<file path="src/rtl/rrbc_pkg.sv">
// Shared constants, types and helper functions of the ROM/RAM bank controller.
`default_nettype none

package rrbc_pkg;

  localparam int RAM_BANK_COUNT = 4;
  localparam int RAM_BANK_BYTES = 8192;
  localparam int ROM_BANK_BITS  = 7;

  localparam int STORE_BYTES = RAM_BANK_COUNT * RAM_BANK_BYTES;
  localparam int RAM_IDX_W    = (STORE_BYTES > 1) ? $clog2(STORE_BYTES) : 1;
  localparam int RAM_OFS_W    = $clog2(RAM_BANK_BYTES);
  localparam int ROM_ADDR_W   = 21;
  localparam int ROM_OFS_W    = 14;
  localparam int QUEUE_DEPTH  = 2;
  localparam int QPTR_W       = $clog2(QUEUE_DEPTH);
  localparam int QCNT_W       = $clog2(QUEUE_DEPTH + 1);

  localparam logic [1:0] MODE_CTRL_WR = 2'd0;
  localparam logic [1:0] MODE_ROM_RD  = 2'd1;
  localparam logic [1:0] MODE_RAM_WR  = 2'd2;
  localparam logic [1:0] MODE_RAM_RD  = 2'd3;

  localparam logic [2:0] REGION_RAM_EN_LO = 3'd0;
  localparam logic [2:0] REGION_RAM_EN_HI = 3'd1;
  localparam logic [2:0] REGION_BANK_LO_A = 3'd2;
  localparam logic [2:0] REGION_BANK_LO_B = 3'd3;
  localparam logic [2:0] REGION_BANK_HI_A = 3'd4;
  localparam logic [2:0] REGION_BANK_HI_B = 3'd5;
  localparam logic [2:0] REGION_MODE_A    = 3'd6;
  localparam logic [2:0] REGION_MODE_B    = 3'd7;

  localparam logic [3:0] RAM_ENABLE_KEY = 4'hA;

  typedef struct packed {
    logic                  is_read;
    logic                  ram_we;
    logic [RAM_IDX_W-1:0]  ram_idx;
    logic [7:0]            write_data;
    logic [ROM_ADDR_W-1:0] rom_address;
    logic                  rom_hit;
  } op_t;

  typedef struct packed {
    logic [7:0]            read_data;
    logic [ROM_ADDR_W-1:0] rom_address;
    logic                  rom_hit;
    logic                  ram_write_done;
  } res_t;

  function automatic logic [ROM_BANK_BITS-1:0] fix_rom_bank(input logic [6:0] bank_in);
    logic [ROM_BANK_BITS-1:0] bank;
    bank = bank_in[ROM_BANK_BITS-1:0];
    if (bank[4:0] == 5'd0) begin
      bank = bank + ROM_BANK_BITS'(1);
    end
    return bank;
  endfunction

  function automatic logic [1:0] wrap_ram_bank(input logic [1:0] bank_in);
    logic [2:0] bank;
    bank = {1'b0, bank_in};
    if (bank >= 3'(RAM_BANK_COUNT)) begin
      bank = bank - 3'(RAM_BANK_COUNT);
    end
    if (bank >= 3'(RAM_BANK_COUNT)) begin
      bank = bank - 3'(RAM_BANK_COUNT);
    end
    if (bank >= 3'(RAM_BANK_COUNT)) begin
      bank = bank - 3'(RAM_BANK_COUNT);
    end
    return bank[1:0];
  endfunction

endpackage

`default_nettype wire

</file>
<file path="src/rtl/rrbc_queue.sv">
// Short queue of classified accesses between the front end and the back end.
`default_nettype none

module rrbc_queue (
  input  wire logic          clk,
  input  wire logic          rst_n,
  input  wire logic          push,
  input  wire rrbc_pkg::op_t push_op,
  output logic               full,
  input  wire logic          pop,
  output logic               valid,
  output rrbc_pkg::op_t      head_op
);
  import rrbc_pkg::*;

  op_t              entry_r [QUEUE_DEPTH];
  logic [QPTR_W-1:0] wr_ptr_r, rd_ptr_r;
  logic [QCNT_W-1:0] count_r, count_nxt;
  logic              do_push, do_pop;

  assign full    = (count_r == QCNT_W'(QUEUE_DEPTH));
  assign valid   = (count_r != '0);
  assign head_op = entry_r[rd_ptr_r];
  assign do_push = push && !full;
  assign do_pop  = pop && valid;

  always_comb begin
    count_nxt = count_r;
    if (do_push && !do_pop) begin
      count_nxt = count_r + QCNT_W'(1);
    end else if (do_pop && !do_push) begin
      count_nxt = count_r - QCNT_W'(1);
    end
  end

  always_ff @(posedge clk) begin
    if (!rst_n) begin
      wr_ptr_r <= '0;
      rd_ptr_r <= '0;
      count_r  <= '0;
    end else begin
      count_r <= count_nxt;
      if (do_push) begin
        wr_ptr_r <= (wr_ptr_r == QPTR_W'(QUEUE_DEPTH - 1)) ? '0 : wr_ptr_r + QPTR_W'(1);
      end
      if (do_pop) begin
        rd_ptr_r <= (rd_ptr_r == QPTR_W'(QUEUE_DEPTH - 1)) ? '0 : rd_ptr_r + QPTR_W'(1);
      end
    end
  end

  always_ff @(posedge clk) begin
    if (do_push) begin
      entry_r[wr_ptr_r] <= push_op;
    end
  end

endmodule

`default_nettype wire

</file>
<file path="config.mk">
export PLATFORM = sky130hd
export DESIGN_NAME = rrbc_queue
export DESIGN_NICKNAME = d
export VERILOG_FILES = /design/src/rtl/rrbc_pkg.sv /design/src/rtl/rrbc_queue.sv
export SDC_FILE = /design/constraint.sdc
export NUM_CORES = 1
export LEC_CHECK = 0
export BUFFER_PORTS_ARGS = -buffer_cell sky130_fd_sc_hd__buf_2
export CAP_MARGIN = 25
export CORE_ASPECT_RATIO = 1.2
export CORE_MARGIN = 2
export CORE_UTILIZATION = 30
export CTS_CLUSTER_SIZE = 24
export DETAILED_ROUTE_END_ITERATION = 6
export HOLD_SLACK_MARGIN = 0.02
export REMOVE_ABC_BUFFERS = 1
export SKIP_CTS_REPAIR_TIMING = 1
export SLEW_MARGIN = 20
export SYNTH_ARGS = -nofsm -noshare
export SYNTH_HDL_FRONTEND = slang
export SYNTH_SLANG_ARGS = --single-unit
export TNS_END_PERCENT = 1
</file>
<file path="constraint.sdc">
create_clock -name clk -period 2.7 [get_ports clk]
set_input_delay 0.54 -clock clk [delete_from_list [all_inputs] [get_ports clk]]
set_output_delay 0.54 -clock clk [all_outputs]
set_load 0.05 [all_outputs]
</file>
==> flow_metrics.env <==
export IMPL_final_setup_viol_count=0
export IMPL_grtUsageTotal_pct=9.73
export IMPL_cts_tree="done"
export IMPL_grt_pass1_vias=1941
export IMPL_synth_warnings=0
export IMPL_root_buffer="clkbuf_16"
export IMPL_ant_nets=0
export IMPL_finalHoldViolCount=0
export IMPL_synth_common_cells="edfxtp_1, mux2_2, dfxtp_1"
export IMPL_cp_end_kind="output port"
export IMPL_multiInputGateArea_um2=666
export IMPL_register_area_um2=2920
export IMPL_synth_area_leaders="edfxtp_1, mux2_2, dfxtp_1, buf_6, and2_1"
export IMPL_switching_share_pct=36.3
export IMPL_fin_crit_sh_pct=80.5
export IMPL_clk_latency_ns=0.33
export IMPL_max_freq_mhz=460
export IMPL_dp_final_hpwl_mm=4.21
export IMPL_power_total_w=0.00510
export IMPL_fin_cells=446
export IMPL_synth_edf_count=94
export IMPL_ys_seq_area_share_pct=80.5
export IMPL_p_leak_nw=1.72
export IMPL_drv_cap=0
export IMPL_worst_pin_slew_ns=0.493
export IMPL_yosysMostFrequentCell="edfxtp_1"
export IMPL_viasPerCell=4.20
export IMPL_worstSetupStartpointType="register"
export IMPL_required_ns=2.16
export IMPL_netlist_area_um2=3630
export IMPL_initialDrtViolationCount=99
export IMPL_die_x_um=104
export IMPL_hp_class="input pin to register"
export IMPL_synthToLayoutAreaGrowth_pct=28.0
export IMPL_dp_cells=431
export IMPL_overflow=0
export IMPL_ys_flop_type="edfxtp_1"
export IMPL_nFillCells=1123
export IMPL_routed_wl_mm=6.16
export IMPL_p_comb_share_pct=35.6
export IMPL_synthCells=171
export IMPL_pwr_share_seq_pct=39.0
export IMPL_fin_crit_ns=2.17
export IMPL_io_pins=100
export IMPL_grt_first_pass_wirelength_mm=9.58
export IMPL_via_count=1871
export IMPL_grt_max_degree=30
export IMPL_die_h_um=125
export IMPL_clockPowerShare_pct=25.4
export IMPL_cts_buffer_depth=2
export IMPL_clkTransAtPathRegs_ns=0.06
export IMPL_fin_setup_tns_ns=0
export IMPL_die_area_um2=13000
export IMPL_p_int_w=0.00325
export IMPL_drt_first_pass_iters=3
export IMPL_rsz0062_at_grt="false"
export IMPL_crit_type="register to output port"
export IMPL_cp_max_fo=28
export IMPL_clock_sinks=99
export IMPL_antenna_cells=0
export IMPL_ys_types=22
export IMPL_htreeDepth=3
export IMPL_cts_buffers=9
export IMPL_gp_congestion=0.633
export IMPL_antenna_found_initial=1
export IMPL_rows=44
export IMPL_slowest_stage="mux2_2"
export IMPL_status="completed"
export IMPL_syn_area_per_cell_um2=21.2
export IMPL_coreArea_um2=11900
export IMPL_ys_ff_latch=99
export IMPL_critPathArrivalTime_ns=1.63
export IMPL_synth_top_cell_area_share_pct=77.7
export IMPL_final_max_slew_violation_count=0
export IMPL_relSlewSlack_pct=67.1
export IMPL_critical_path_max_stage_delay_ns=0.40
export IMPL_p_per_area_nw_per_um2=1100
export IMPL_irDropWorstVdd_mv=0.553
export IMPL_wl_per_cell_um=13.8
export IMPL_async_reset_ff_share_pct=0
export IMPL_io_buffers=99
export IMPL_layout_drive_gt1_share_pct=59.6
export IMPL_nets=333
export IMPL_drcViolationCount=0
export IMPL_fin_skew_ns=0.00306
export IMPL_switchingPower_w=0.00185
export IMPL_crit_chain="buf_4, mux2_2, buf_2"
export IMPL_synth_top_area_cell="edfxtp_1"
export IMPL_start_util_pct=30.4
==> per-stage QoR <==
step | utilization [%] | setup slack [ns] | hold slack, ns | instance area [um2]
after floorplan | - | -0.299 | 0.479 | 3590
after global placement | 36.4 | 0.867 | 0.501 | 4340
after detailed placement | 36.4 | 0.860 | 0.515 | 4340
after CTS | 38.9 | 0.508 | 0.384 | 4650
after global routing | 38.9 | 0.447 | 0.375 | 4650
final | 38.9 | 0.528 | 0.398 | 4650
==> layer usage <==
layer	wire length (um)	global-route usage, %	share of wire, %	vias up
met5	13	0	0.21	-
met3	383	3.87	6.2	9
met1	2530	11.0	41	919
met4	95	4.29	1.5	2
met2	3130	16.2	51	55
li1	-	-	-	886
==> final timing paths <==
check	endpoint	start	cells past startpoint	slack (ns)
worst max-delay path	head_op[12]	register	3	0.53
worst min-delay path	entry_r[1][32]$_DFFE_PP_	push_op[32]	1	0.40
worst max register to register	entry_r[1][40]$_DFFE_PP_	count_r[0]$_SDFFE_PN0P_	3	0.98
worst min register to register	count_r[1]$_SDFFE_PN0P_	count_r[1]$_SDFFE_PN0P_	2	0.52
==> kinds of logic after synthesis <==
kind of cell	synth area share (%)
AO/OA/AOI/OAI	0.896
XOR/XNOR	0.724
adder cells (fa/ha/maj)	0.344
buffers and inverters	1.41
flip-flops	80.5
multiplexers	14.6
AND/OR/NAND/NOR	1.58
==> final cells by class <==
type	instances	share of cell area (%)
timing repair buffer	104	11.7
multi-input combinational	65	14.3
clock buffer	9	4.84
sequential	99	62.9
tap	161	4.33
clock inverter	6	1.75
inverter	2	0.161
==> cell usage in the layout, fill, tap and decap left out, drive strengths merged, types with 2 or more instances in the layout <==
cell / instances
buf: 104
a21boi: 2
inv: 2
mux2: 47
xnor2: 2
edfxtp: 94
bufinv: 2
clkinv: 3
o21ai: 2
and2: 3
clkbuf: 9
dfxtp: 5
==> power by group through the flow <==
stage,Clock (W),Combinational (W),Sequential (W)
after detailed placement,0,0.00184,0.00202
after global placement,0,0.00183,0.00201
final,0.00129,0.00182,0.00199
after global routing,0.00140,0.00192,0.00201
after floorplan,0,0.00136,0.00208
after CTS,0.00134,0.00185,0.00199
==> worst max-delay path, delay by kind of cell, from the launching register on <==
| kind | cells | cell delay [ns] |
|---|---|---|
| mux | 1 | 0.40 |
| buf+inv | 2 | 0.56 |
| flops | 1 | 0.32 |
==> flip-flops by register name, summed over array words and instances, names as in the netlist, named ones only <==
register,count
rd_ptr_r,1
count_r,2
wr_ptr_r,1
entry_r,94
Note: power is estimated with default switching activity, not from simulation.
