<file path="config.mk">
export PLATFORM = sky130hd
export DESIGN_NAME = rrbc_front
export DESIGN_NICKNAME = d
export VERILOG_FILES = /design/src/rtl/rrbc_pkg.sv /design/src/rtl/rrbc_front.sv
export SDC_FILE = /design/constraint.sdc
export NUM_CORES = 1
export LEC_CHECK = 0
export BUFFER_PORTS_ARGS = -buffer_cell sky130_fd_sc_hd__buf_4
export CORE_MARGIN = 2
export CORE_UTILIZATION = 45
export CTS_BUF_LIST = sky130_fd_sc_hd__clkbuf_8
export DETAILED_ROUTE_END_ITERATION = 7
export GPL_ROUTABILITY_DRIVEN = 0
export GPL_TIMING_DRIVEN = 0
export PLACE_DENSITY = 0.88
export SETUP_SLACK_MARGIN = 0.2
export SLEW_MARGIN = 40
export SYNTH_ARGS = -nofsm -noshare
export SYNTH_HDL_FRONTEND = slang
export SYNTH_SLANG_ARGS = --single-unit
</file>
<file path="constraint.sdc">
create_clock -name clk -period 2.6 [get_ports clk]
set_input_delay 0.26 -clock clk [delete_from_list [all_inputs] [get_ports clk]]
set_output_delay 0.26 -clock clk [all_outputs]
set_load 0.02 [all_outputs]
</file>
<file path="src/rtl/rrbc_pkg.sv">
// Shared constants, types and helper functions of the ROM/RAM bank controller.
`default_nettype none

package rrbc_pkg;

  localparam int RAM_BANK_COUNT = 4;
  localparam int RAM_BANK_BYTES = 8192;
  localparam int ROM_BANK_BITS  = 7;

  localparam int STORE_BYTES = RAM_BANK_COUNT * RAM_BANK_BYTES;
  localparam int RAM_IDX_W    = (STORE_BYTES > 1) ? $clog2(STORE_BYTES) : 1;
  localparam int RAM_OFS_W    = $clog2(RAM_BANK_BYTES);
  localparam int ROM_ADDR_W   = 21;
  localparam int ROM_OFS_W    = 14;
  localparam int QUEUE_DEPTH  = 2;
  localparam int QPTR_W       = $clog2(QUEUE_DEPTH);
  localparam int QCNT_W       = $clog2(QUEUE_DEPTH + 1);

  localparam logic [1:0] MODE_CTRL_WR = 2'd0;
  localparam logic [1:0] MODE_ROM_RD  = 2'd1;
  localparam logic [1:0] MODE_RAM_WR  = 2'd2;
  localparam logic [1:0] MODE_RAM_RD  = 2'd3;

  localparam logic [2:0] REGION_RAM_EN_LO = 3'd0;
  localparam logic [2:0] REGION_RAM_EN_HI = 3'd1;
  localparam logic [2:0] REGION_BANK_LO_A = 3'd2;
  localparam logic [2:0] REGION_BANK_LO_B = 3'd3;
  localparam logic [2:0] REGION_BANK_HI_A = 3'd4;
  localparam logic [2:0] REGION_BANK_HI_B = 3'd5;
  localparam logic [2:0] REGION_MODE_A    = 3'd6;
  localparam logic [2:0] REGION_MODE_B    = 3'd7;

  localparam logic [3:0] RAM_ENABLE_KEY = 4'hA;

  typedef struct packed {
    logic                  is_read;
    logic                  ram_we;
    logic [RAM_IDX_W-1:0]  ram_idx;
    logic [7:0]            write_data;
    logic [ROM_ADDR_W-1:0] rom_address;
    logic                  rom_hit;
  } op_t;

  typedef struct packed {
    logic [7:0]            read_data;
    logic [ROM_ADDR_W-1:0] rom_address;
    logic                  rom_hit;
    logic                  ram_write_done;
  } res_t;

  function automatic logic [ROM_BANK_BITS-1:0] fix_rom_bank(input logic [6:0] bank_in);
    logic [ROM_BANK_BITS-1:0] bank;
    bank = bank_in[ROM_BANK_BITS-1:0];
    if (bank[4:0] == 5'd0) begin
      bank = bank + ROM_BANK_BITS'(1);
    end
    return bank;
  endfunction

  function automatic logic [1:0] wrap_ram_bank(input logic [1:0] bank_in);
    logic [2:0] bank;
    bank = {1'b0, bank_in};
    if (bank >= 3'(RAM_BANK_COUNT)) begin
      bank = bank - 3'(RAM_BANK_COUNT);
    end
    if (bank >= 3'(RAM_BANK_COUNT)) begin
      bank = bank - 3'(RAM_BANK_COUNT);
    end
    if (bank >= 3'(RAM_BANK_COUNT)) begin
      bank = bank - 3'(RAM_BANK_COUNT);
    end
    return bank[1:0];
  endfunction

endpackage

`default_nettype wire

</file>
<file path="src/rtl/rrbc_front.sv">
// Front end: accepts bus accesses, holds the banking registers and classifies each access.
`default_nettype none

module rrbc_front (
  input  wire logic            clk,
  input  wire logic            rst_n,
  input  wire logic            in_push,
  input  wire logic [1:0]      in_mode,
  input  wire logic [15:0]     in_address,
  input  wire logic [7:0]      in_write_data,
  input  wire logic            q_full,
  output logic                 q_push,
  output rrbc_pkg::op_t        q_op
);
  import rrbc_pkg::*;

  logic                     ram_enable_r, ram_enable_nxt;
  logic [ROM_BANK_BITS-1:0] rom_bank_r, rom_bank_nxt;
  logic [1:0]               ram_bank_r, ram_bank_nxt;
  logic                     bank_mode_r, bank_mode_nxt;
  logic [1:0]               ram_bank_w;
  logic [ROM_BANK_BITS-1:0] rom_bank_sel;

  assign q_push = in_push && !q_full;

  always_comb begin
    ram_enable_nxt = ram_enable_r;
    rom_bank_nxt   = rom_bank_r;
    ram_bank_nxt   = ram_bank_r;
    bank_mode_nxt  = bank_mode_r;
    if (q_push && (in_mode == MODE_CTRL_WR) && !in_address[15]) begin
      case (in_address[14:12])
        REGION_RAM_EN_LO, REGION_RAM_EN_HI: begin
          ram_enable_nxt = (in_write_data[3:0] == RAM_ENABLE_KEY);
        end
        REGION_BANK_LO_A, REGION_BANK_LO_B: begin
          rom_bank_nxt = fix_rom_bank({2'b00, in_write_data[4:0]});
        end
        REGION_BANK_HI_A, REGION_BANK_HI_B: begin
          if (!bank_mode_r) begin
            rom_bank_nxt = fix_rom_bank({in_write_data[1:0], rom_bank_r[4:0]});
          end else begin
            ram_bank_nxt = in_write_data[1:0];
          end
        end
        REGION_MODE_A, REGION_MODE_B: begin
          bank_mode_nxt = in_write_data[0];
          if (!in_write_data[0]) begin
            ram_bank_nxt = 2'd0;
          end
        end
        default: begin
          ram_enable_nxt = ram_enable_r;
        end
      endcase
    end
  end

  always_ff @(posedge clk) begin
    if (!rst_n) begin
      ram_enable_r <= 1'b0;
      rom_bank_r   <= ROM_BANK_BITS'(1);
      ram_bank_r   <= 2'd0;
      bank_mode_r  <= 1'b0;
    end else begin
      ram_enable_r <= ram_enable_nxt;
      rom_bank_r   <= rom_bank_nxt;
      ram_bank_r   <= ram_bank_nxt;
      bank_mode_r  <= bank_mode_nxt;
    end
  end

  assign ram_bank_w   = wrap_ram_bank(ram_bank_r);
  assign rom_bank_sel = in_address[14] ? rom_bank_r : '0;

  always_comb begin
    q_op             = '0;
    q_op.write_data  = in_write_data;
    q_op.ram_idx     = RAM_IDX_W'({ram_bank_w, in_address[RAM_OFS_W-1:0]});
    q_op.is_read     = (in_mode == MODE_RAM_RD);
    q_op.ram_we      = (in_mode == MODE_RAM_WR) && ram_enable_r;
    if ((in_mode == MODE_ROM_RD) && !in_address[15]) begin
      q_op.rom_hit     = 1'b1;
      q_op.rom_address = (ROM_ADDR_W'(rom_bank_sel) << ROM_OFS_W)
                         | ROM_ADDR_W'(in_address[ROM_OFS_W-1:0]);
    end
  end

endmodule

`default_nettype wire

</file>
==> results.cfg, run 1 <==
[global_route]
grt_pass1_wl_mm = 5.050
grt-ovfl-total = 0
grtUsageTotal_pct = 25.25
antenna_found_initial = 0
grt_max_degree = 11
grt_pass1_vias = 1125

[synthesis]
synth_top_family_by_area = simple AND/OR/NAND/NOR gates
synth-compound-area-share_pct = 12.23
synthSimpleGateAreaFrac_pct = 33.45
synth_fa_ha_area_share_pct = 5.995
synthMuxAreaShare_pct = 4.916
synth_edf_count = 0
ys_ff_latch = 11
synth_cell_types = 37
synthArstFlopShare_pct = 0
ys_seq_area_share_pct = 21.10
ys.flop_type = dfxtp_1
netlist_area_sq_um = 1044
ys_warn_count = 0
synthXorXnorAreaFrac_pct = 0.8393
syn_area_per_cell_sq_um = 7.966
syn-num-nets = 166
synthCells = 131

[timing]
tightest_slew_ns = 0.6041
setup_viol = 0
hold_violations = 0
worst_slack_ns = 0.8486
post-route-period-util_pct = 67.36
fmax_mhz = 571.0
clock_skew_ns = 0.0002892
relSlewSlack_pct = 59.16
post-route-min-period_ns = 1.751
rsz0062_at_grt = no
fin_tns_setup_ns = 0
slew_violations = 0

[layout]
fin_nets = 245
utilization_pct = 75.91
antenna_cells = 0
final_cell_mix = buf_4 (95), and2_1 (15), dfxtp_1 (11)
design_area_sq_um = 1679
drive_gt1_share_pct = 49.28
final_common_cell = buf_4
nFillCells = 167
area_growth_pct = 60.91

[flow_run]
maxCapViolations = 0

[routing]
vias = 1240
avgRoutedWirePerCell_microns = 14.43
firstDrtPassIters = 4
routed_via_density = 5.232
detail-route-antenna-nets = 0
wl_mm = 3.420
drcViolationCount = 0
drt_iter0_drc = 32

[clock_tree]
htreeDepth = 1
hold_buffers = 0
post_cts_buffers = 0
cts_buffers = 3
cts-resized-gates = 0
tritoncts = yes
clock_path_buffers = 2
cts.sinks = 11
clk-insertion-delay-late_ns = 0.24
cts-root-buf = clkbuf_8
clk_pin_slew_ns = 0.05

[critical_path]
cp.required_ns = 2.72
path_cells = buf_4, inv_1, ha_1, nor4b_1, mux2_2, a22oi_1, a211oi_1
r2r-start = rom_bank_r[0]
critPathTopFamily = simple AND/OR/NAND/NOR gates
crit_type = input port to flip-flop
slowest_stage = nor4b_1
cp_max_fo = 6
cp.arrival_ns = 1.87
max_stage_delay_ns = 0.51
endpoint_kind = flip-flop
worstReg2RegEnd = rom_bank_r[2]
rr_worst_depth = 6
critPathBufInv = 2
rrSetupSlack_ns = 0.88
crit_start = in_write_data[0]
start_kind = input port

[hold_path]
min_to = rom_bank_r[4]
hold_class = input port to flip-flop
holdPathStages = 3
min-delay-start = in_write_data[4]

[die]
row_count = 17
start_util_pct = 47.17
die_area_sq_um = 2720
die_w_microns = 52.16
ios = 78
coreArea_sq_um = 2212
die_h_microns = 52.16

[status]
status = complete, no violations

[power_and_ir_drop]
p_leak_nw = 0.8932
p_per_area_nw_per_um2 = 314.8
ir_worst_vdd_mv = 0.3319

[placement]
dp_hpwl_mm = 2.767
port_buffers = 74
placed_area_sq_um = 1634
pre_cts_slack_ns = 0.6241
[cell usage after synthesis, drive strengths merged, types with 2 or more instances]
cell type,instances,area (sq um)
buf,21,157.7
and2,16,101.4
dfxtp,11,220.2
nand2,8,30.03
nor2,8,30.03
and3,7,43.79
a21oi,6,30.03
ha,5,62.56
inv,5,18.77
mux2i,4,40.04
nor4,4,25.02
clkbuf,3,11.26
nor2b,3,18.77
a211oi,2,15.01
and3b,2,17.52
nand2b,2,12.51
nor3,2,10.01
nor3b,2,15.01
o21ai,2,10.01
o22ai,2,12.51
or3,2,17.52
[routing by layer]
layer / GRT usage (%) / wire length [microns] / up-vias
met3: 7.184 / 329 / 11
met5: 0 / 0 / -
met1: 24.08 / 1198 / 556
met2: 49.58 / 1811 / 79
li1: - / - / 594
met4: 10.26 / 80 / 0
[cell families after synthesis]
family / count (synthesis)
compound gates: 19
xor+xnor: 1
fa+ha+maj: 5
buf+inv: 31
flops: 11
mux: 5
simple gates: 59
[layout make-up]
class                   count  area (sq um)  area share, %
clock inverters             1         3.754         0.2235
plain buffers              25         201.4          12.00
well taps                  28         35.03          2.086
repair buffers             74         555.5          33.08
clock buffers               3         41.29          2.459
multi-input cells          89         599.3          35.69
flip-flops and latches     11         220.2          13.11
inverters                   6         22.52          1.341
[worst min-delay path: cells and delay by family]
kind | cells | cell delay, ns
and+or+nand+nor | 1 | 0.05
buffers and inverters | 1 | 0.12
AOI/OAI and AO/OA | 1 | 0.06
[how the worst max path moves through the flow]
stage / cells past startpoint / endpoint / slack, ns
floorplan: 4 / ram_bank_r[1] / 0.94
global placement: 7 / rom_bank_r[1] / 0.69
detailed placement: 7 / rom_bank_r[1] / 0.62
CTS: 7 / rom_bank_r[1] / 0.84
global route: 7 / rom_bank_r[1] / 0.71
finish: 7 / rom_bank_r[1] / 0.85
[flip-flops by register name, indices dropped and copies added (netlist names)]
register,flops
ram_bank_r,2
ram_enable_r,1
bank_mode_r,1
rom_bank_r,7
[per-stage QoR]
step / hold slack [ns] / power [W] / std cells
after floorplan: 0.3988 / 0.0002699 / 131
after detailed placement: 0.4645 / 0.0003606 / 233
after CTS: 0.3018 / 0.0005281 / 237
final: 0.3039 / 0.0005286 / 237
after global placement: 0.4658 / 0.0003548 / 233
after global routing: 0.3153 / 0.0005516 / 237
[power breakdown]
| part | total (W) | switching [W] | leakage [nW] | internal (W) |
|---|---|---|---|---|
| sequential | 0.000170 | 0.000000710 | 0.0886 | 0.000170 |
| combinational | 0.000188 | 0.0000900 | 0.778 | 0.0000976 |
| clock | 0.000171 | 0.0000669 | 0.0269 | 0.000104 |
(Power assumes the default switching activity.)
==> run 2: changes to the inputs <==
--- a/config.mk
+++ b/config.mk
@@ -7,12 +7,12 @@
 export LEC_CHECK = 0
 export BUFFER_PORTS_ARGS = -buffer_cell sky130_fd_sc_hd__buf_4
 export CORE_MARGIN = 2
-export CORE_UTILIZATION = 45
+export CORE_UTILIZATION = 37
 export CTS_BUF_LIST = sky130_fd_sc_hd__clkbuf_8
 export DETAILED_ROUTE_END_ITERATION = 7
 export GPL_ROUTABILITY_DRIVEN = 0
 export GPL_TIMING_DRIVEN = 0
-export PLACE_DENSITY = 0.88
+export PLACE_DENSITY = 0.78
 export SETUP_SLACK_MARGIN = 0.2
 export SLEW_MARGIN = 40
 export SYNTH_ARGS = -nofsm -noshare
==> constraint.sdc (replaced) <==
create_clock -name clk -period 1.6 [get_ports clk]
set_input_delay 0.16 -clock clk [delete_from_list [all_inputs] [get_ports clk]]
set_output_delay 0.16 -clock clk [all_outputs]
set_load 0.02 [all_outputs]
==> results.cfg, run 2 (synthesized netlist as in run 1, its figures left out) <==
[status]
status = complete, no violations

[critical_path]
cp.required_ns = 1.78
endpoint_kind = flip-flop
crit_top_cell = or3_4
r2r-start = rom_bank_r[1]
start_kind = input port
cp_max_fo = 3
rrSetupSlack_ns = 0.18
path_cells = buf_8, or4b_4, or3_4, or3_4, a21oi_2
worstReg2RegEnd = rom_bank_r[0]
cp.arrival_ns = 1.64
critPathCapture = ram_bank_r[1]
crit_start = in_mode[1]
crit_type = input port to flip-flop
rr_worst_depth = 6
max_stage_delay_ns = 0.54
slowest_stage = or4b_4

[timing]
clock_skew_ns = 0.001295
fmax_mhz = 684.6
post-route-min-period_ns = 1.461
hold_violations = 0
holdWs_ns = 0.2093
tightest_slew_ns = 0.4318
worst_slack_ns = 0.1393
post-route-period-util_pct = 91.29
setup_viol = 0
slew_violations = 0
relSlewSlack_pct = 71.11
rsz0062_at_grt = yes

[power_and_ir_drop]
p_int_w = 0.0006114
ir_worst_vdd_mv = 0.5814
swShare_pct = 30.51
p_comb_share_pct = 35.4
p_leak_nw = 0.9363
p_sw_w = 0.0002684
clockPowerShare_pct = 33.2
seqPwrFrac_pct = 31.4
p_per_area_nw_per_um2 = 498.0

[routing]
wl_met2_mm = 1.577
route.layer.met1.wl_mm = 1.275
wl_mm = 3.195
avgRoutedWirePerCell_microns = 13.04
firstDrtPassIters = 4
routed_via_density = 5.082
topRoutingLayerUsed = met4
drcViolationCount = 0
detail-route-antenna-nets = 0
vias = 1245
drt_iter0_drc = 48
wl_met3_microns = 303

[die]
start_util_pct = 38.50
die_area_sq_um = 3261
row_count = 19
die_h_microns = 57.11
die_w_microns = 57.11
ios = 78
coreArea_sq_um = 2710

[layout]
area_growth_pct = 69.30
largest_register = rom_bank_r
fin_nets = 250
top_regs = rom_bank_r: 7 flops, ram_bank_r: 2 flops
antenna_cells = 0
nFillCells = 243
largest_reg_flops = 7
drive_gt1_share_pct = 55.14
final_common_cell = buf_4
final_cell_mix = buf_4 (99), and2_1 (14), dfxtp_1 (9)

[global_route]
grt_pass1_vias = 1161
grt_pass1_wl_mm = 5.126
grt_max_degree = 11
grt-ovfl-total = 0
antenna_found_initial = 0
grtUsageTotal_pct = 19.73

[clock_tree]
clock_path_buffers = 2
cts_buffers = 3
clk-insertion-delay-late_ns = 0.25
tritoncts = yes
hold_buffers = 0
htreeDepth = 1
cts-root-buf = clkbuf_8
clk_pin_slew_ns = 0.05
cts.sinks = 11

[hold_path]
holdPathStages = 3
hold_class = input port to flip-flop

[placement]
pre_cts_slack_ns = -0.1604
port_buffers = 74
dp_hpwl_mm = 2.493

[flow_run]
maxCapViolations = 0
[run 2: routing by layer]
layer / vias up / global-route usage [%]
met3: 4 / 3.855
met2: 73 / 35.80
met4: 0 / 8.638
met5: - / 0
li1: 599 / -
met1: 569 / 22.24
[run 2: worst min-delay path by stage]
stage / start / endpoint
after global placement: in_write_data[4] / rom_bank_r[4]
after global routing: in_write_data[3] / rom_bank_r[3]
final: in_write_data[4] / rom_bank_r[4]
after floorplan: in_write_data[0] / bank_mode_r
after CTS: in_write_data[4] / rom_bank_r[4]
after detailed placement: in_write_data[4] / rom_bank_r[4]
[run 2: area by class of cell]
class	count	area (sq um)	share of cell area, %
multi-input combinational	89	633.1	35.84
timing repair buffer	79	600.6	33.99
sequential	11	222.7	12.61
buffer	25	203.9	11.54
clock buffer	3	41.29	2.337
tap	31	38.79	2.195
inverter	6	22.52	1.275
clock inverter	1	3.754	0.2125
[run 2: timing repair]
action,in CTS,in global routing
endpoints found under the setup margin,23,17
pin swaps,1,1
resized for setup,6,4
setup buffers,4,1
[run 2: metrics by stage]
stage,setup TNS (ns),utilization (%),power [W],instances,cell area [sq um]
global placement,-0.2550,60.90,0.0005767,236,1650
CTS,0,64.54,0.0008755,244,1749
global route,0,65.19,0.0009095,245,1767
finish,0,65.19,0.0008799,245,1767
floorplan,0,-,0.0004391,131,1056
detailed placement,-0.6314,60.90,0.0005828,236,1650
[run 2: critical path: cells and delay by family]
kind            cells  cell delay [ns]
simple gates        3             1.27
compound gates      1             0.11
buf+inv             1             0.10
[run 2: power groups by stage]
stage                     Sequential [W]  Clock, W  Combinational (W)
final                           0.000276  0.000292           0.000312
after CTS                       0.000276  0.000287           0.000312
after global placement          0.000282         0           0.000295
after detailed placement        0.000282         0           0.000301
after global routing            0.000276  0.000299           0.000334
after floorplan                 0.000282         0           0.000157
